**config.mk**
```make
export PLATFORM = sky130hd
export DESIGN_NAME = rgv_datapath_flat
export DESIGN_NICKNAME = d
export VERILOG_FILES = /design/src/sv/rgv_pkg.sv /design/src/sv/rgv_stream_if.sv /design/src/sv/rgv_datapath.sv /design/src/flat_wrapper.sv
export SDC_FILE = /design/constraint.sdc
export NUM_CORES = 1
export LEC_CHECK = 0
export BUFFER_PORTS_ARGS = -buffer_cell sky130_fd_sc_hd__buf_2
export CORE_MARGIN = 2
export CORE_UTILIZATION = 31
export DETAILED_ROUTE_END_ITERATION = 7
export PLACE_DENSITY = 0.76
export SETUP_SLACK_MARGIN = 0.05
export SLEW_MARGIN = 20
export SYNTH_ARGS = -nofsm -noshare
export SYNTH_HDL_FRONTEND = slang
export SYNTH_SLANG_ARGS = --single-unit
```
**constraint.sdc**
```tcl
create_clock -name clock -period 1.2 [get_ports clock]
set_clock_uncertainty 0.05 [all_clocks]
set_input_delay 0.24 -clock clock [delete_from_list [all_inputs] [get_ports clock]]
set_output_delay 0.24 -clock clock [all_outputs]
set_load 0.02 [all_outputs]
```
**src/sv/rgv_pkg.sv**
```systemverilog
// ----------------------------------------------------------------------------
// rgv_pkg: shared types, constants and table builders
// Word formats, register indexes, controller states and the elaboration-time
// functions that fill the direction/distance and sine tables.
// ----------------------------------------------------------------------------
package rgv_pkg;

   // channel words
   typedef struct packed {
      logic       func;
      logic [3:0] row;
   } req_word_type;

   typedef struct packed {
      logic signed [15:0] vert_x;
      logic signed [15:0] vert_y;
      logic [15:0]        vert_z;
      logic [31:0]        vert_colour;
      logic [12:0]        tex_u;
      logic [12:0]        tex_v;
      logic               end_of_strip;
   } rsp_word_type;

   // register file
   localparam int CSR_INDEX_W = 3;
   localparam int CSR_DATA_W  = 32;

   typedef enum logic [CSR_INDEX_W-1:0] {
      CSR_GRID_WIDTH,
      CSR_GRID_HEIGHT,
      CSR_CENTRE_X,
      CSR_CENTRE_Y,
      CSR_DEPTH_VALUE,
      CSR_MAGNITUDE,
      CSR_TINT
   } csr_index_type;

   localparam logic [15:0] MAGNITUDE_RESET = 16'd4096;
   localparam logic [31:0] TINT_RESET      = 32'hFFFF_FFFF;

   // phase step per tick: 1/(4*pi^2) turn in 1/65536 turn
   localparam logic [15:0] PHASE_STEP = 16'd1660;

   // grid index width, covers the widest supported grid
   localparam int GRID_IDX_W = 6;

   // shade arithmetic: s = 100*2^26 + 3*mag*(t-1), channel = round(c*s/(100*2^26))
   localparam logic signed [35:0] SHADE_BASE  = 36'sd6710886400;
   localparam logic [41:0]        SHADE_ROUND = 42'd3355443200;
   localparam int                 CH_DIV      = 25;
   localparam logic [8:0]         CH_RECIP    = 9'd327;  // floor(2^13/25)
   localparam logic signed [16:0] T_ONE       = 17'sd16384;

   localparam longint unsigned HALF_PI_Q30     = 64'd1686629713;
   localparam longint unsigned TWO_OVER_PI_Q32 = 64'd2734261102;

   // controller states
   typedef enum logic {
      CTRL_IDLE,
      CTRL_EMIT
   } ctrl_state_type;

   // sequencer to datapath command
   typedef struct packed {
      logic                  issue;
      logic                  tick;
      logic [GRID_IDX_W-1:0] col;
      logic [GRID_IDX_W-1:0] grow;
      logic                  eos;
   } cmd_type;

   // one grid point: unit direction to the centre and phase offset
   typedef struct packed {
      logic signed [15:0] dir_x;
      logic signed [15:0] dir_y;
      logic [15:0]        dph;
   } offset_entry_type;

   // integer square root, bit by bit
   function automatic longint unsigned isqrt(input longint unsigned v);
      longint unsigned res;
      longint unsigned bit_v;
      longint unsigned x;
      res   = 0;
      bit_v = 64'h4000_0000_0000_0000;
      x     = v;
      for (int i = 0; i < 32; i++) begin
         if (bit_v > x) bit_v = bit_v >> 2;
      end
      for (int i = 0; i < 32; i++) begin
         if (bit_v != 0) begin
            if (x >= res + bit_v) begin
               x   = x - (res + bit_v);
               res = (res >> 1) + bit_v;
            end else begin
               res = res >> 1;
            end
            bit_v = bit_v >> 2;
         end
      end
      return res;
   endfunction

   // sin(pi/2 * num/Den) in Q14 by a Taylor series
   function automatic longint unsigned quarter_sine(input longint unsigned num,
                                                    input longint unsigned Den);
      longint unsigned q;
      longint unsigned a;
      longint unsigned term;
      longint          sum;
      longint unsigned r;
      longint unsigned Fact;
      q    = (num << 30) / Den;
      a    = (q * HALF_PI_Q30) >> 30;
      term = a;
      sum  = longint'(a);
      for (int n = 1; n <= 8; n++) begin
         term = (term * a) >> 30;
         term = (term * a) >> 30;
         Fact = longint'((2 * n) * (2 * n + 1));
         term = term / Fact;
         if (n % 2 == 1) sum = sum - longint'(term);
         else            sum = sum + longint'(term);
      end
      if (sum < 0) sum = 0;
      r = (longint'(sum) + 32768) >> 16;
      if (r > 16384) r = 16384;
      return r;
   endfunction

   // one sine sample over a full turn, Q2.14
   function automatic logic signed [15:0] sine_sample(input longint unsigned k,
                                                      input longint unsigned Entries);
      longint unsigned four;
      longint unsigned quad;
      longint unsigned rem;
      longint unsigned v;
      four = 4 * k;
      quad = four / Entries;
      rem  = four % Entries;
      if (quad[0]) v = quarter_sine(Entries - rem, Entries);
      else         v = quarter_sine(rem, Entries);
      if (quad[1]) return -16'(v);
      return 16'(v);
   endfunction

   // direction and phase offset of grid point (x, y); centre point is all zero
   function automatic offset_entry_type offset_entry(input longint x, input longint y,
                                                     input longint Steps);
      offset_entry_type e;
      longint          a;
      longint          b;
      longint unsigned d2;
      longint unsigned S;
      longint unsigned ma;
      longint unsigned mb;
      longint unsigned vx;
      longint unsigned vy;
      longint unsigned ph;
      e  = '0;
      a  = Steps - 2 * x;
      b  = Steps - 2 * y;
      d2 = longint'(a * a + b * b);
      if (d2 != 0) begin
         S  = isqrt(d2 << 28);
         ma = (a < 0) ? longint'(-a) : longint'(a);
         mb = (b < 0) ? longint'(-b) : longint'(b);
         vx = ((ma << 28) + S / 2) / S;
         vy = ((mb << 28) + S / 2) / S;
         ph = (S * TWO_OVER_PI_Q32 + 64'h8000_0000) >> 32;
         e.dir_x = (a < 0) ? -16'(vx) : 16'(vx);
         e.dir_y = (b < 0) ? -16'(vy) : 16'(vy);
         e.dph   = 16'(ph);
      end
      return e;
   endfunction

   // texture coordinate i/Steps in Q1.12, rounded half up
   function automatic logic [12:0] tex_coord(input longint i, input longint Steps);
      return 13'((i * 4096 + Steps / 2) / Steps);
   endfunction

endpackage

```
**src/sv/rgv_stream_if.sv**
```systemverilog
// ----------------------------------------------------------------------------
// rgv_stream_if: valid/ready channel
// Carries one word per handshake; the word type is set per instance.
// ----------------------------------------------------------------------------
interface rgv_stream_if #(
   parameter type payload_type = logic
);
   logic        valid;
   logic        ready;
   payload_type payload;

   modport source (output valid, output payload, input ready);
   modport sink   (input valid, input payload, output ready);
endinterface

```
**src/sv/rgv_datapath.sv**
```systemverilog
// ----------------------------------------------------------------------------
// rgv_datapath: vertex pipeline
// Registers, wave phase, table lookups, displacement, grid offsets and tint
// shading in seven stages; the last stage is the result register.
// ----------------------------------------------------------------------------
module rgv_datapath #(
   parameter int GRID_STEPS   = 12,
   parameter int SINE_ENTRIES = 1024
) (
   input  logic                                clock,
   input  logic                                reset,
   input  logic                                csr_we,
   input  logic [rgv_pkg::CSR_INDEX_W-1:0]     csr_index,
   input  logic [rgv_pkg::CSR_DATA_W-1:0]      csr_wdata,
   input  rgv_pkg::cmd_type                    cmd,
   output logic                                adv,
   rgv_stream_if.source                        rsp_if
);
   import rgv_pkg::*;

   localparam int CW        = GRID_IDX_W;
   localparam int GP        = GRID_STEPS + 1;
   localparam int ROM_DEPTH = GP * GP;
   localparam int AW        = $clog2(ROM_DEPTH);
   localparam int TW        = $clog2(GP);
   localparam int SW        = $clog2(SINE_ENTRIES);
   localparam int DIV       = 2 * GRID_STEPS;
   // grid numerator (2i+G)*size+G and its reciprocal divide by 2G
   localparam int NW        = $clog2(3 * GRID_STEPS * 65535 + GRID_STEPS + 1);
   localparam logic [NW-1:0] RECIP = NW'((64'd1 << NW) / DIV);
   localparam int OW        = NW + 1;
   localparam int SUMW      = OW + 2;

   typedef struct packed {
      logic [CW-1:0] col;
      logic [CW-1:0] grow;
      logic          eos;
   } tag_type;

   // configuration
   logic [15:0]        cfg_width_ff, cfg_height_ff, cfg_depth_ff, cfg_mag_ff;
   logic signed [15:0] cfg_cx_ff, cfg_cy_ff;
   logic [31:0]        cfg_tint_ff;
   logic [15:0]        phase_ff;

   // constant tables
   offset_entry_type   offset_rom [ROM_DEPTH];
   logic signed [15:0] sine_rom [SINE_ENTRIES];
   logic [12:0]        tex_rom [GP];

   for (genvar g = 0; g < ROM_DEPTH; g++) begin : g_offset
      assign offset_rom[g] = offset_entry(g % GP, g / GP, GRID_STEPS);
   end
   for (genvar g = 0; g < SINE_ENTRIES; g++) begin : g_sine
      assign sine_rom[g] = sine_sample(g, SINE_ENTRIES);
   end
   for (genvar g = 0; g < GP; g++) begin : g_tex
      assign tex_rom[g] = tex_coord(g, GRID_STEPS);
   end

   // register writes
   always_ff @(posedge clock) begin
      if (reset) begin
         cfg_width_ff  <= '0;
         cfg_height_ff <= '0;
         cfg_cx_ff     <= '0;
         cfg_cy_ff     <= '0;
         cfg_depth_ff  <= '0;
         cfg_mag_ff    <= MAGNITUDE_RESET;
         cfg_tint_ff   <= TINT_RESET;
      end else if (csr_we) begin
         case (csr_index)
            CSR_GRID_WIDTH:  cfg_width_ff  <= csr_wdata[15:0];
            CSR_GRID_HEIGHT: cfg_height_ff <= csr_wdata[15:0];
            CSR_CENTRE_X:    cfg_cx_ff     <= signed'(csr_wdata[15:0]);
            CSR_CENTRE_Y:    cfg_cy_ff     <= signed'(csr_wdata[15:0]);
            CSR_DEPTH_VALUE: cfg_depth_ff  <= csr_wdata[15:0];
            CSR_MAGNITUDE:   cfg_mag_ff    <= csr_wdata[15:0];
            CSR_TINT:        cfg_tint_ff   <= csr_wdata;
            default: ;
         endcase
      end
   end

   // wave phase, moved back one step per tick
   always_ff @(posedge clock) begin
      if (reset)         phase_ff <= '0;
      else if (cmd.tick) phase_ff <= phase_ff - PHASE_STEP;
   end

   // pipeline valid bits
   logic       s1_vld_ff, s2_vld_ff, s3_vld_ff, s4_vld_ff, s5_vld_ff, s6_vld_ff;
   logic       out_vld_ff;
   tag_type    s1_tag_ff, s2_tag_ff, s3_tag_ff, s4_tag_ff, s5_tag_ff, s6_tag_ff;
   rsp_word_type out_word_ff, out_word_in;

   assign adv = !out_vld_ff || rsp_if.ready;

   always_ff @(posedge clock) begin
      if (reset) begin
         s1_vld_ff  <= 1'b0;
         s2_vld_ff  <= 1'b0;
         s3_vld_ff  <= 1'b0;
         s4_vld_ff  <= 1'b0;
         s5_vld_ff  <= 1'b0;
         s6_vld_ff  <= 1'b0;
         out_vld_ff <= 1'b0;
      end else if (adv) begin
         s1_vld_ff  <= cmd.issue;
         s2_vld_ff  <= s1_vld_ff;
         s3_vld_ff  <= s2_vld_ff;
         s4_vld_ff  <= s3_vld_ff;
         s5_vld_ff  <= s4_vld_ff;
         s6_vld_ff  <= s5_vld_ff;
         out_vld_ff <= s6_vld_ff;
      end
   end

   // stage 1: offset table read, grid numerators
   logic [AW-1:0]    rom_addr;
   offset_entry_type s1_entry_ff;
   logic [15:0]      s1_phase_ff;
   logic [NW-1:0]    s1_nx_ff, s1_ny_ff, s1_nx_in, s1_ny_in;

   assign rom_addr = AW'(32'(cmd.grow) * GP + 32'(cmd.col));
   assign s1_nx_in = NW'((NW'(2) * NW'(cmd.col) + NW'(GRID_STEPS)) * NW'(cfg_width_ff))
                     + NW'(GRID_STEPS);
   assign s1_ny_in = NW'((NW'(2) * NW'(cmd.grow) + NW'(GRID_STEPS)) * NW'(cfg_height_ff))
                     + NW'(GRID_STEPS);

   always_ff @(posedge clock) begin
      if (adv) begin
         s1_entry_ff <= offset_rom[rom_addr];
         s1_phase_ff <= phase_ff;
         s1_nx_ff    <= s1_nx_in;
         s1_ny_ff    <= s1_ny_in;
         s1_tag_ff   <= '{col: cmd.col, grow: cmd.grow, eos: cmd.eos};
      end
   end

   // stage 2: sine read, quotient estimates
   logic [15:0]        sine_arg;
   logic [SW-1:0]      sine_idx;
   logic [2*NW-1:0]    qx_prod, qy_prod;
   logic signed [15:0] s2_t_ff, s2_dx_ff, s2_dy_ff;
   logic [NW-1:0]      s2_nx_ff, s2_ny_ff, s2_qx_ff, s2_qy_ff;

   assign sine_arg = s1_entry_ff.dph + s1_phase_ff;
   assign sine_idx = SW'((32'(sine_arg) * SINE_ENTRIES) >> 16);
   assign qx_prod  = (2*NW)'(s1_nx_ff) * (2*NW)'(RECIP);
   assign qy_prod  = (2*NW)'(s1_ny_ff) * (2*NW)'(RECIP);

   always_ff @(posedge clock) begin
      if (adv) begin
         s2_t_ff   <= sine_rom[sine_idx];
         s2_dx_ff  <= s1_entry_ff.dir_x;
         s2_dy_ff  <= s1_entry_ff.dir_y;
         s2_nx_ff  <= s1_nx_ff;
         s2_ny_ff  <= s1_ny_ff;
         s2_qx_ff  <= qx_prod[2*NW-1:NW];
         s2_qy_ff  <= qy_prod[2*NW-1:NW];
         s2_tag_ff <= s1_tag_ff;
      end
   end

   // stage 3: quotient correction, direction*t, magnitude*(t-1)
   logic [NW-1:0]      rx, ry, qx_c, qy_c;
   logic signed [16:0] t_minus;
   logic signed [31:0] s3_px_ff, s3_py_ff;
   logic signed [33:0] s3_md_ff;
   logic signed [OW-1:0] s3_offx_ff, s3_offy_ff;

   assign rx      = s2_nx_ff - NW'(s2_qx_ff * NW'(DIV));
   assign ry      = s2_ny_ff - NW'(s2_qy_ff * NW'(DIV));
   assign qx_c    = (rx >= NW'(DIV)) ? s2_qx_ff + NW'(1) : s2_qx_ff;
   assign qy_c    = (ry >= NW'(DIV)) ? s2_qy_ff + NW'(1) : s2_qy_ff;
   assign t_minus = 17'(s2_t_ff) - T_ONE;

   always_ff @(posedge clock) begin
      if (adv) begin
         s3_px_ff   <= 32'(s2_dx_ff) * 32'(s2_t_ff);
         s3_py_ff   <= 32'(s2_dy_ff) * 32'(s2_t_ff);
         s3_md_ff   <= 34'($signed({1'b0, cfg_mag_ff})) * 34'(t_minus);
         s3_offx_ff <= $signed({1'b0, qx_c}) - $signed(OW'(cfg_width_ff));
         s3_offy_ff <= $signed({1'b0, qy_c}) - $signed(OW'(cfg_height_ff));
         s3_tag_ff  <= s2_tag_ff;
      end
   end

   // stage 4: displacement products, shade factor
   logic signed [48:0]   s4_pmx_ff, s4_pmy_ff;
   logic signed [35:0]   s4_s_ff;
   logic signed [OW-1:0] s4_offx_ff, s4_offy_ff;

   always_ff @(posedge clock) begin
      if (adv) begin
         s4_pmx_ff  <= 49'(s3_px_ff) * 49'($signed({1'b0, cfg_mag_ff}));
         s4_pmy_ff  <= 49'(s3_py_ff) * 49'($signed({1'b0, cfg_mag_ff}));
         s4_s_ff    <= SHADE_BASE + 36'(s3_md_ff) + 36'(s3_md_ff <<< 1);
         s4_offx_ff <= s3_offx_ff;
         s4_offy_ff <= s3_offy_ff;
         s4_tag_ff  <= s3_tag_ff;
      end
   end

   // rounds v / 2^36 half away from zero
   function automatic logic signed [12:0] round36(input logic signed [48:0] v);
      logic [48:0] mag_v;
      logic [48:0] sh;
      mag_v = v[48] ? 49'(-v) : 49'(v);
      sh    = (mag_v + (49'd1 << 35)) >> 36;
      return v[48] ? -13'(sh) : 13'(sh);
   endfunction

   // saturates to the 16-bit coordinate range
   function automatic logic signed [15:0] sat16(input logic signed [SUMW-1:0] v);
      if (v > SUMW'(32767))  return 16'sh7FFF;
      if (v < -SUMW'(32768)) return 16'sh8000;
      return 16'(v);
   endfunction

   // stage 5: coordinates, channel products
   logic signed [SUMW-1:0] sum_x, sum_y;
   logic                   s_pos;
   logic [41:0]            ch_prod [3];
   logic signed [15:0]     s5_x_ff, s5_y_ff;
   logic [12:0]            s5_xq_ff [3];

   assign sum_x = SUMW'(cfg_cx_ff) + SUMW'(s4_offx_ff) + SUMW'(round36(s4_pmx_ff));
   assign sum_y = SUMW'(cfg_cy_ff) + SUMW'(s4_offy_ff) + SUMW'(round36(s4_pmy_ff));
   assign s_pos = (s4_s_ff > 36'sd0);

   always_comb begin
      for (int c = 0; c < 3; c++) begin
         ch_prod[c] = 42'(cfg_tint_ff[8*c +: 8]) * 42'(s4_s_ff[32:0]) + SHADE_ROUND;
      end
   end

   always_ff @(posedge clock) begin
      if (adv) begin
         s5_x_ff   <= sat16(sum_x);
         s5_y_ff   <= sat16(sum_y);
         for (int c = 0; c < 3; c++) begin
            s5_xq_ff[c] <= s_pos ? ch_prod[c][40:28] : 13'd0;
         end
         s5_tag_ff <= s4_tag_ff;
      end
   end

   // stage 6: channel divide-by-25 estimate
   logic [21:0]        ch_est [3];
   logic [12:0]        s6_xq_ff [3];
   logic [8:0]         s6_q_ff [3];
   logic signed [15:0] s6_x_ff, s6_y_ff;

   always_comb begin
      for (int c = 0; c < 3; c++) begin
         ch_est[c] = 22'(s5_xq_ff[c]) * 22'(CH_RECIP);
      end
   end

   always_ff @(posedge clock) begin
      if (adv) begin
         for (int c = 0; c < 3; c++) begin
            s6_xq_ff[c] <= s5_xq_ff[c];
            s6_q_ff[c]  <= ch_est[c][21:13];
         end
         s6_x_ff   <= s5_x_ff;
         s6_y_ff   <= s5_y_ff;
         s6_tag_ff <= s5_tag_ff;
      end
   end

   // stage 7: correction, clamp, result register
   logic [12:0] ch_rem [3];
   logic [9:0]  ch_q [3];
   logic [7:0]  ch_out [3];

   always_comb begin
      for (int c = 0; c < 3; c++) begin
         ch_rem[c] = s6_xq_ff[c] - 13'(s6_q_ff[c] * 13'(CH_DIV));
         ch_q[c]   = (ch_rem[c] >= 13'(CH_DIV)) ? 10'(s6_q_ff[c]) + 10'd1
                                                : 10'(s6_q_ff[c]);
         ch_out[c] = (ch_q[c] > 10'd255) ? 8'hFF : ch_q[c][7:0];
      end
      out_word_in.vert_x       = s6_x_ff;
      out_word_in.vert_y       = s6_y_ff;
      out_word_in.vert_z       = cfg_depth_ff;
      out_word_in.vert_colour  = {cfg_tint_ff[31:24], ch_out[2], ch_out[1], ch_out[0]};
      out_word_in.tex_u        = tex_rom[s6_tag_ff.col[TW-1:0]];
      out_word_in.tex_v        = tex_rom[s6_tag_ff.grow[TW-1:0]];
      out_word_in.end_of_strip = s6_tag_ff.eos;
   end

   always_ff @(posedge clock) begin
      if (adv) out_word_ff <= out_word_in;
   end

   assign rsp_if.valid   = out_vld_ff;
   assign rsp_if.payload = out_word_ff;

   a_tick_not_in_row: assert property (@(posedge clock) disable iff (reset)
      cmd.tick |-> !cmd.issue)
      else $error("phase tick during a row");

   a_issue_only_on_adv: assert property (@(posedge clock) disable iff (reset)
      cmd.issue |-> adv)
      else $error("vertex issued into a stalled pipeline");

   a_rsp_hold: assert property (@(posedge clock) disable iff (reset)
      rsp_if.valid && !rsp_if.ready |=> rsp_if.valid && $stable(rsp_if.payload))
      else $error("result word changed while waiting");

endmodule

```
**src/flat_wrapper.sv**
```systemverilog
// flat-port wrapper written by rule: the top's interface ports become plain ports
module rgv_datapath_flat import rgv_pkg::*;
#(
   parameter int GRID_STEPS   = 12,
   parameter int SINE_ENTRIES = 1024
)
  (clock, reset, csr_we, csr_index, csr_wdata, cmd, adv, rsp_if_valid, rsp_if_payload, rsp_if_ready);
  rgv_stream_if rsp_if_i ();
  input  logic clock;
  input  logic reset;
  input  logic csr_we;
  input  logic [rgv_pkg::CSR_INDEX_W-1:0] csr_index;
  input  logic [rgv_pkg::CSR_DATA_W-1:0] csr_wdata;
  input  rgv_pkg::cmd_type cmd;
  output logic adv;
  output wire logic [$bits(rsp_if_i.valid)-1:0] rsp_if_valid;
  output wire logic [$bits(rsp_if_i.payload)-1:0] rsp_if_payload;
  input wire logic [$bits(rsp_if_i.ready)-1:0] rsp_if_ready;
  assign rsp_if_valid = rsp_if_i.valid;
  assign rsp_if_payload = rsp_if_i.payload;
  assign rsp_if_i.ready = rsp_if_ready;
  rgv_datapath #(.GRID_STEPS(GRID_STEPS), .SINE_ENTRIES(SINE_ENTRIES)) u_core (.clock(clock), .reset(reset), .csr_we(csr_we), .csr_index(csr_index), .csr_wdata(csr_wdata), .cmd(cmd), .adv(adv), .rsp_if(rsp_if_i));
endmodule
```
=== Yosys cells after proc, flatten, opt, wreduce, memory -nomap -nowiden ===
Cells that the tools add are included.

* Output and inout bits: 3
* Word-level logic and storage cells: 16
* Input bits: 54
* Register bits: 14

* Reductions and logical operators: 2

{| class="wikitable"
|+ Operators with widths
! operator !! count
|-
| $logic_not 1->1 || 1
|-
| $logic_or 1x1->1 || 1
|}

=== Longest topological paths before layout ===
Gate-level depths: netlist (run 1).

* Depth after elaboration: 2
* Depth in mapped cells: 3
* Depth with buffers taken out: 3

=== Worst setup path before layout (run 1) ===
Ideal clock, no wire load.

* Path kind: register to register
* From: register u_core.out_vld_ff, in the netlist u_core.rsp_if.valid
* To: register u_core.s6_tag_ff, in the netlist u_core.out_word_in[0] (enable)
* Buffers on the path: 0
* Arrival time: 0.751 ns
* Required time: 0.813 ns
* Clock period less this slack: 1.137 ns
* Stages on the path, launching flop included: 3
* Setup time: 0.337 ns
* Path slack: 0.063 ns
* Path through: dfxtp_1 nor2b_4 inv_2

* Longest elaborated chain between the ends: 2

{| class="wikitable"
|+ Ends and longest elaborated chain
! what !! RTL line !! RTL
|-
| from (decl) || rgv_datapath.sv:93 || <nowiki>logic out_vld_ff;</nowiki>
|-
| from (signal assigned) || rgv_datapath.sv:115 || <nowiki>out_vld_ff <= s6_vld_ff;</nowiki>
|-
| $logic_not 1->1 || rgv_datapath.sv:97 || <nowiki>assign adv = !out_vld_ff || rsp_if.ready;</nowiki>
|-
| $logic_or 1x1->1 || rgv_datapath.sv:97 ||
|-
| named net adv || flat_wrapper.sv:15 || <nowiki>output logic adv;</nowiki>
|-
| to (signal assigned) || rgv_datapath.sv:270 || <nowiki>s6_tag_ff <= s5_tag_ff;</nowiki>
|-
| to (decl) || rgv_datapath.sv:94 || <nowiki>tag_type s1_tag_ff, s2_tag_ff, s3_tag_ff, s4_tag_ff, s5_tag_ff, s6_tag_ff;</nowiki>
|}

The timed path passes the listed nets, and every way through them passes these cells.
A chain may end at the register's enable or synchronous reset.

=== Worst setup path after layout (run 1) ===
* From: register u_core.out_vld_ff, in the netlist u_core.rsp_if.valid
* To: output adv

* Longest elaborated chain between the ends: 2

{| class="wikitable"
|+ Ends and longest elaborated chain
! what !! RTL line
|-
| $logic_not 1->1 || rgv_datapath.sv:97
|-
| $logic_or 1x1->1 || rgv_datapath.sv:97
|-
| to (decl) || flat_wrapper.sv:15
|}

No other way between the ends.

==> out/results.txt, run 1 <==
status: complete, but fails checks
failing checks: negative setup slack
P&R area growth vs syn: 30.21%
Max Buffers Root-to-Sink: 2
DRC: 0
Die Y: 43.37 um
Final Hold Fails: 0
Clock power frac: 37.7%
dpl cell area: 543.0 um^2
# nets final: 102
first-pass GRT wire length: 1.221 mm
maxcap violations: 0
dominant synthesized flop cell: edfxtp_1
Syn Std Cell Area: 480.5 um^2
Die Wd: 43.37 um
net switching fraction of the power: 18.83%
initial antenna violation count: 0
Yosys top cell area share: 43.75%
Setup TNS: -0.03448 ns
Core ar.: 0.001471 mm^2
IR drop worst, VDD: 0.9833 mV
worst min-delay path class: primary input to flop
CTS Sinks: 14
Worst Max-Slew Pin Slew: 0.1126 ns
vias in the first global route: 284
DP HPWL: 439.1 um
clk root buf: clkbuf_4
min Tclk post-route: 1.234 ns
Clock Pin Slew Worst Setup and Hold Paths: 0.08 ns
Comb pwr share: 3.1%
Clk Latency, worst-skew pair: 0.28 ns
kind of start point of the critical path: flop
Async SR Flop Fraction: 0%
routability congestion estimate: 0.6435
Synth top cells by count: dfxtp_1, edfxtp_1, nand2b_1
Avg Cell Area, Syn: 15.50 um^2
Psw: 0.1665 mW
pin count of the biggest net entering global routing: 10
RSZ-0062 raised after global routing: yes
internal cell power: 0.7180 mW
Pwr Total: 0.8845 mW
Max Clk Rate: 810.1 MHz
CP arrival: 0.94 ns
register area share after synthesis: 72.92%
post-route setup slack: -0.03448 ns
total number of yosys warnings: 0
Routed WL: 697 um
largest area contributor in the netlist: edfxtp_1
share of layout cells above drive strength 1: 40.43%
CTS tree: yes
final setup vio count: 1
synth unique cells: 10
First-pass DRT Iterations: 2
Seq pwr share: 59.3%
total grt overflow: 0
Detail Route Antenna Nets: 0
post-route clock period utilization: 102.9%
H-tree depth: 1
Syn Inst Count: 31
Finished Cell Area: 625.6 um^2
drt wl/cell: 11.06 um
Required @ worst endpoint: 0.91 ns
Diodes inserted: 0
Num CTS Buffers: 3
P per Cell Area: 1414 mW/mm^2
routed vias/inst: 4.429
DIE AREA: 0.001881 mm^2
DR iter-0 viols: 1
Core Rows: 14
fin. max-slew vios: 0
Final Core Density: 42.52%
Initial Util: 32.65%
Port Buffers: 7
CP Class: flop to output port
Syn Nets: 85
Max-slew headroom: 92.28%
I/O Pins: 57
worst-path maximum fanout: 2
Post-synth EDFFs: 7
Via Count: 279
gr usage total: 9.337%
Crit. End Element: output port
post-synthesis register bit count: 14
main area contributors after synthesis: edfxtp_1, dfxtp_1, mux2i_1, nand2b_1, nor2b_4
P_leak: 0.2690 nW
hold_ws: 0.08738 ns
## through the flow
step                setup slack [ns]  instances
floorplan                    0.06268         31
global placement              0.1351         55
detailed placement           0.09863         55
CTS                         -0.03417         62
global route                -0.08857         63
finish                      -0.03448         63
## final timing paths
path | start | endpoint | slack [ns] | cells after the start
setup reg to reg | u_core.rsp_if.valid$_SDFFE_PP0P_ | u_core.s4_vld_ff$_SDFFE_PP0P_ | 0.06 | 5
setup / recovery | u_core.rsp_if.valid$_SDFFE_PP0P_ | adv | -0.03 | 3
hold reg to reg | u_core.s4_tag_ff[0]$_DFFE_PP_ | u_core.s5_tag_ff[0]$_DFFE_PP_ | 0.38 | 0
hold / removal | cmd[0] | u_core.s1_tag_ff[0]$_DFFE_PP_ | 0.09 | 1
## registers in the layout (all words and copies together) (netlist names)
signal / cells
u_core.out_word_in: 1
u_core.rsp_if.payload: 1
u_core.rsp_if.valid: 1
u_core.s1_tag_ff: 1
u_core.s1_vld_ff: 1
u_core.s2_tag_ff: 1
u_core.s2_vld_ff: 1
u_core.s3_tag_ff: 1
u_core.s3_vld_ff: 1
u_core.s4_tag_ff: 1
u_core.s4_vld_ff: 1
u_core.s5_tag_ff: 1
u_core.s5_vld_ff: 1
u_core.s6_vld_ff: 1
## power groups by stage
stage	registers, mW	logic [mW]	clock network, mW
after CTS	0.525	0.0275	0.341
after detailed placement	0.535	0.0268	0
after global routing	0.525	0.0299	0.368
final	0.524	0.0271	0.333
after floorplan	0.537	0.0101	0
after global placement	0.534	0.0255	0
## area by class of cell
| type | count | area [um^2] |
|---|---|---|
| Fill cell | 142 | 845.8 |
| Multi-Input combinational cell | 15 | 122.6 |
| Timing Repair Buffer | 12 | 85.08 |
| Sequential cell | 14 | 351.6 |
| Inverter | 2 | 10.01 |
| Tap cell | 16 | 20.02 |
| Clock buffer | 4 | 36.28 |
## placed cells by master (no fill, tap or decap)
cell type  netlist  routed
nor2b_4          1       1
nand4bb_1        1       1
clkbuf_8         0       1
buf_4            0       5
mux2i_1          5       5
clkbuf_4         0       3
inv_1            1       1
a21oi_1          1       1
buf_6            0       2
dfxtp_2          0       1
buf_2            0       5
o21ai_0          1       1
nand2b_1         6       6
dfxtp_1          7       6
edfxtp_1         7       7
inv_4            0       1
## cell families after synthesis
kind of cell           count (synthesis)  synth area share [%]
AOI/OAI and AO/OA                      2                 2.081
muxes                                  5                 10.42
and+or+nand+nor                        8                 13.02
buffers and inverters                  2                 1.561
DFF                                   14                 72.92
## per-layer routing
metal  part of all wire [%]  up-vias  global-route usage [%]
li1                       -      142                       -
met1                     49      127                   11.05
met2                     43       10                   13.43
met3                    8.0        0                   7.500
met4                      0        0                   1.818
met5                      0        -                       0
## timing repair
item / CTS / global route
endpoints found under the hold margin: 0 / 0
buffers inserted: 3 / 1
endpoints found under the setup margin: 1 / 6
hold buffers: 0 / 0
resized for setup: 6 / 0
## worst max-delay path: stages (launching register included)
cell and delay [ns]:
dfxtp_2 0.33, nor2b_4 0.17, inv_4 0.05, buf_6 0.12
No activity file was read; power rests on OpenSTA's default activity.
==> run 2, diff against run 1 <==
- ABC_AREA: unset -> 1
- CORE_UTILIZATION: 31 -> 32
==> run 2 against run 1 <==
Against the previous run:
- the run now ends clean
- total power shrank 6.0%
- critical path depth shrank 1
- worst setup slack improved by 0.13 ns
- sequential cell count unchanged
- synthesized cell count up 65%
- largest cell class unchanged
- highest routed layer unchanged
==> out/results.txt, run 2 <==
FF-to-FF setup slack: 0.21 ns
total grt overflow: 0
Port Buffers: 7
fin cells: 81
IR drop worst, VDD: 0.3901 mV
CTS Sinks: 14
Synth top cells by count: nor2_1, dfxtp_1, edfxtp_1, inv_1, nand2_1
synth unique cells: 10
largest area contributor in the netlist: edfxtp_1
CP Class: flop to output port
Clk Latency, worst-skew pair: 0.27 ns
status: finished, final reports clean
Syn Inst Count: 51
routed vias/inst: 4.333
post-synthesis register bit count: 14
Routed WL: 739 um
I/O Pins: 57
final setup vio count: 0
Post-synth EDFFs: 7
Yosys top cell area share: 40.98%
Hold Buf Count CTS: 0
DP HPWL: 498.2 um
Die Y: 44.04 um
Syn Nets: 105
post-route clock period utilization: 91.96%
P_leak: 0.2683 nW
Die Wd: 44.04 um
Syn Std Cell Area: 513.0 um^2
P per Cell Area: 1319 mW/mm^2
# nets final: 120
Crit. End Element: output port
Detail Route Antenna Nets: 0
Async SR Flop Fraction: 0%
H-tree depth: 1
multi-input logic area: 125.1 um^2
Max Clk Rate: 906.2 MHz
DIE AREA: 0.001940 mm^2
Diodes inserted: 0
clk root buf: clkbuf_4
Pwr Total: 0.8319 mW
# placed instances: 75
Layout fillers: 152
Seq. cell area: 354.1 um^2
commonest cells after routing, fill and taps aside: nor2_1, inv_1, edfxtp_1
DR iter-0 viols: 9
Max-slew headroom: 88.95%
Avg Cell Area, Syn: 10.06 um^2
Initial Util: 34.05%
vias in the first global route: 314
pin count of the biggest net entering global routing: 9
Finished Cell Area: 630.6 um^2
CTS tree: yes
register area share after synthesis: 68.29%
First-pass DRT Iterations: 4
CP arrival: 0.81 ns
fin. max-slew vios: 0
first-pass GRT wire length: 1.311 mm
min Tclk post-route: 1.104 ns
Clock Pin Slew Worst Setup and Hold Paths: 0.08 ns
worst-path maximum fanout: 3
Num CTS Buffers: 3
most common cell after layout, fill and taps aside: nor2_1
DRC: 0
Via Count: 351
kind of start point of the critical path: flop
Max Buffers Root-to-Sink: 2
P&R area growth vs syn: 22.93%
RSZ-0062 raised after global routing: yes
worst min-delay path class: primary input to flop
dominant synthesized flop cell: edfxtp_1
dpl cell area: 574.3 um^2
maxcap violations: 0
Core Rows: 14
Core ar.: 0.001506 mm^2
gr usage total: 10.05%
Final Hold Fails: 0
drt wl/cell: 9.123 um
routability congestion estimate: 0.6410
initial antenna violation count: 0
main area contributors after synthesis: edfxtp_1, dfxtp_1, nor2_1, nand3_1, inv_1
Setup TNS: 0 ns
Worst Max-Slew Pin Slew: 0.1655 ns
Required @ worst endpoint: 0.91 ns
total number of yosys warnings: 0
cell with the most instances after synthesis: nor2_1
share of layout cells above drive strength 1: 29.23%
==> run 2: cell types whose count changed after synthesis, moves of 5 or more <==
cell and delta:
nor2_1 +12, nand2_1 +7, inv_1 +6, nand2b_1 -6, nand3_1 +6, mux2i_1 -5
==> run 2: area by class of cell <==
type,count,area share (%)
Inverter,9,5.357
Clock inverter,1,0.5952
Tap cell,16,3.175
Sequential cell,14,56.15
Multi-Input combinational cell,27,19.84
Clock buffer,3,3.571
Timing Repair Buffer,11,11.31
==> run 2: timing repair <==
action                                  CTS  global route
buffers inserted                          1             1
endpoints found under the setup margin    2             1
pin swaps                                 0             1
endpoints found under the hold margin     0             0
resized for setup                         3             2
==> run 2: cells by family after synthesis <==
logic type             after synthesis  synth area share [%]
buffers and inverters               10                 8.782
AO/OA/AOI/OAI                        1                0.9747
flip-flops                          14                 68.29
AND/OR/NAND/NOR                     26                 21.95
==> run 2: stage by stage <==
step | hold WS [ns] | setup WS [ns] | utilization [%]
after CTS | 0.07484 | 0.05438 | 40.78
after global routing | 0.06032 | 0.04790 | 41.86
final | 0.08511 | 0.09647 | 41.86
after global placement | 0.3550 | 0.1970 | 38.12
after detailed placement | 0.3565 | 0.1844 | 38.12
after floorplan | 0.2591 | 0.1012 | -
==> run 2: critical path: stages, from the launching register on <==
cell,delay [ns]
dfxtp_4,0.37
nand2_4,0.05
buf_6,0.12
==> run 2: final timing paths <==
check | startpoint | to | cells after the start
setup / recovery | u_core.rsp_if.valid$_SDFFE_PP0P_ | adv | 2
hold / removal | cmd[0] | u_core.s1_tag_ff[0]$_DFFE_PP_ | 1
setup reg to reg | u_core.rsp_if.valid$_SDFFE_PP0P_ | u_core.s2_tag_ff[0]$_DFFE_PP_ | 3
hold reg to reg | u_core.s3_tag_ff[0]$_DFFE_PP_ | u_core.s4_tag_ff[0]$_DFFE_PP_ | 0
==> run 2: report_power, final <==
group          internal (mW)  switching (mW)
Clock                  0.120           0.142
Sequential             0.522         0.00680
Combinational         0.0163          0.0249
==> run 2: per-layer routing <==
| metal | track usage (%) | routed length (um) | vias up |
|---|---|---|---|
| li1 | - | - | 186 |
| met1 | 12.14 | 388 | 157 |
| met2 | 12.94 | 322 | 8 |
| met3 | 3.673 | 28 | 0 |
| met4 | 10.91 | 0 | 0 |
| met5 | 0 | 0 | - |
==> run 3, diff against run 2 <==
--- a/config.mk
+++ b/config.mk
@@ -12,2 +12,3 @@
 export DETAILED_ROUTE_END_ITERATION = 7
+export GPL_ROUTABILITY_DRIVEN = 1
 export PLACE_DENSITY = 0.76
==> constraint.sdc (replaced) <==
create_clock -name clock -period 1.2 [get_ports clock]
set_clock_uncertainty 0.05 [all_clocks]
set_input_delay 0.12 -clock clock [delete_from_list [all_inputs] [get_ports clock]]
set_output_delay 0.12 -clock clock [all_outputs]
set_load 0.02 [all_outputs]
==> run 3 against run 2 <==
Against the previous run:
- combinational power increased by 9.5%
- hold slack worse by 0.066 ns
- critical path depth unchanged
- wire length is 1.5% higher
- largest cell class unchanged
- highest routed layer is now met4
- sequential power barely moved
- design area is 0.60% lower
- first-iteration DRC count is 67% lower
==> out/results.txt, run 3 (same netlist as run 2, synthesis figures left out) <==
share of layout cells above drive strength 1: 25.00%
Worst Hold Launch: cmd[14]
IR drop worst, VDD: 0.6318 mV
total grt overflow: 0
Worst Hold Path Cells: 3
initial antenna violation count: 0
fin. max-slew vios: 0
gr usage total: 9.880%
Post CTS Setup Buffer Count: 0
critical-path cell list: buf_4, buf_4
Die Wd: 44.04 um
Max Clk Rate: 895.5 MHz
Max Buffers Root-to-Sink: 2
vias in the first global route: 331
Port Buffers: 7
post-route clock period utilization: 93.06%
Clock Pin Slew Worst Setup and Hold Paths: 0.08 ns
reg2reg start: u_core.rsp_if.valid$_SDFFE_PP0P_
CTS tree: yes
final setup vio count: 0
Initial Util: 34.05%
Detail Route Antenna Nets: 0
DP HPWL: 517.4 um
Layout fillers: 147
pin count of the biggest net entering global routing: 10
P per Cell Area: 1335 mW/mm^2
Setup TNS: 0 ns
CP arrival: 0.95 ns
RSZ-0062 raised after global routing: yes
P_leak: 0.2608 nW
First-pass DRT Iterations: 4
Worst path slowest cell: dfxtp_4
worst min-delay path class: primary input to flop
maxcap violations: 0
internal cell power: 0.6623 mW
hold endpoint: u_core.s1_vld_ff$_SDFFE_PP0P_
Num CTS Buffers: 3
Via Count: 344
commonest cells after routing, fill and taps aside: nor2_1, inv_1, edfxtp_1
H-tree depth: 1
net switching fraction of the power: 20.83%
Clk Latency, worst-skew pair: 0.27 ns
Crit. End Element: output port
Worst Reg2Reg Path Length in Cells: 4
min Tclk post-route: 1.117 ns
Seq pwr share: 63.3%
P&R area growth vs syn: 22.20%
kind of start point of the critical path: flop
status: finished, final reports clean
I/O Pins: 57
routed vias/inst: 4.300
first-pass GRT wire length: 1.311 mm
Seq. cell area: 354.1 um^2
drt wl/cell: 9.375 um
Final Hold Fails: 0
multi-input logic area: 125.1 um^2
Worst Max-Slew Pin Slew: 0.1605 ns
Die Y: 44.04 um
clk root buf: clkbuf_4
Required @ worst endpoint: 1.03 ns
worst-path maximum fanout: 7
Diodes inserted: 0
Worst R2R End: u_core.s5_vld_ff$_SDFFE_PP0P_
Core ar.: 0.001506 mm^2
CTS Sinks: 14
critical path's largest stage delay: 0.37 ns
Routed WL: 750 um
Core Rows: 14
Max-slew headroom: 89.28%
routability congestion estimate: 0.6500
FF-to-FF setup slack: 0.35 ns
# nets final: 119
most frequent CP cell: buf_4
Clock power frac: 31.4%
DIE AREA: 0.001940 mm^2
Comb pwr share: 5.4%
DRC: 0
most common cell after layout, fill and taps aside: nor2_1
Psw: 0.1743 mW
CP Class: flop to output port
hold_ws: 0.01948 ns
DR iter-0 viols: 3
## run 3: cell types whose count changed in the layout (fill, tap and decap cells not counted), sizes merged
cell	delta
buf	-3
dlygate4sd3	+2
## run 3: cell type report
cell class,count,share of cell area (%)
tap,16,3.194
multi-input combinational,27,19.96
clock inverter,1,0.5988
inverter,9,5.389
timing repair buffer,10,10.78
sequential,14,56.49
clock buffer,3,3.593
## run 3: power by group through the flow
stage                     sequential [mW]  combinational, mW  clock [mW]
after CTS                           0.529             0.0451       0.279
final                               0.529             0.0451       0.262
after floorplan                     0.544             0.0214           0
after global placement              0.541             0.0383           0
after detailed placement            0.542             0.0393           0
after global routing                0.532             0.0517       0.295
## run 3: critical path, delay by kind of cell (launching register included)
kind,cells,cell delay (ns)
buf+inv,2,0.31
flops,1,0.37
## run 3: what timing repair did
action                     CTS  global route
hold endpoints to repair     2             0
hold buffers                 2             0
pin swaps                    0             0
gates resized for setup      3             2
setup endpoints to repair    2             2
## run 3: how the worst max path moves through the flow
stage | from | endpoint | slack [ns] | cells past startpoint
floorplan | u_core.rsp_if.valid$_SDFFE_PP0P_ | u_core.out_word_in[0]$_DFFE_PP_ | 0.10 | 2
global placement | rsp_if_ready | adv | 0.32 | 4
detailed placement | u_core.rsp_if.valid$_SDFFE_PP0P_ | adv | 0.29 | 2
CTS | u_core.rsp_if.valid$_SDFFE_PP0P_ | rsp_if_valid | 0.05 | 2
global route | u_core.rsp_if.valid$_SDFFE_PP0P_ | rsp_if_valid | 0.04 | 2
finish | u_core.rsp_if.valid$_SDFFE_PP0P_ | rsp_if_valid | 0.08 | 2
## run 3: routing by layer
metal | routed length (um) | up-vias | GRT usage [%]
met3 | 29 | 2 | 2.449
met2 | 303 | 8 | 13.53
met4 | 19 | 0 | 10.91
met5 | 0 | - | 0
met1 | 397 | 148 | 11.87
li1 | - | 186 | -
## run 3: metrics by stage
stage | worst slack (ns) | instances | util [%] | power, mW | cell area [um^2]
CTS | 0.05499 | 80 | 41.28 | 0.8536 | 621.8
global route | 0.03835 | 80 | 41.61 | 0.8782 | 626.9
finish | 0.08326 | 80 | 41.61 | 0.8366 | 626.9
floorplan | 0.1012 | 51 | - | 0.5653 | 515.5
global placement | 0.3245 | 74 | 37.62 | 0.5793 | 566.8
detailed placement | 0.2946 | 74 | 37.62 | 0.5814 | 566.8
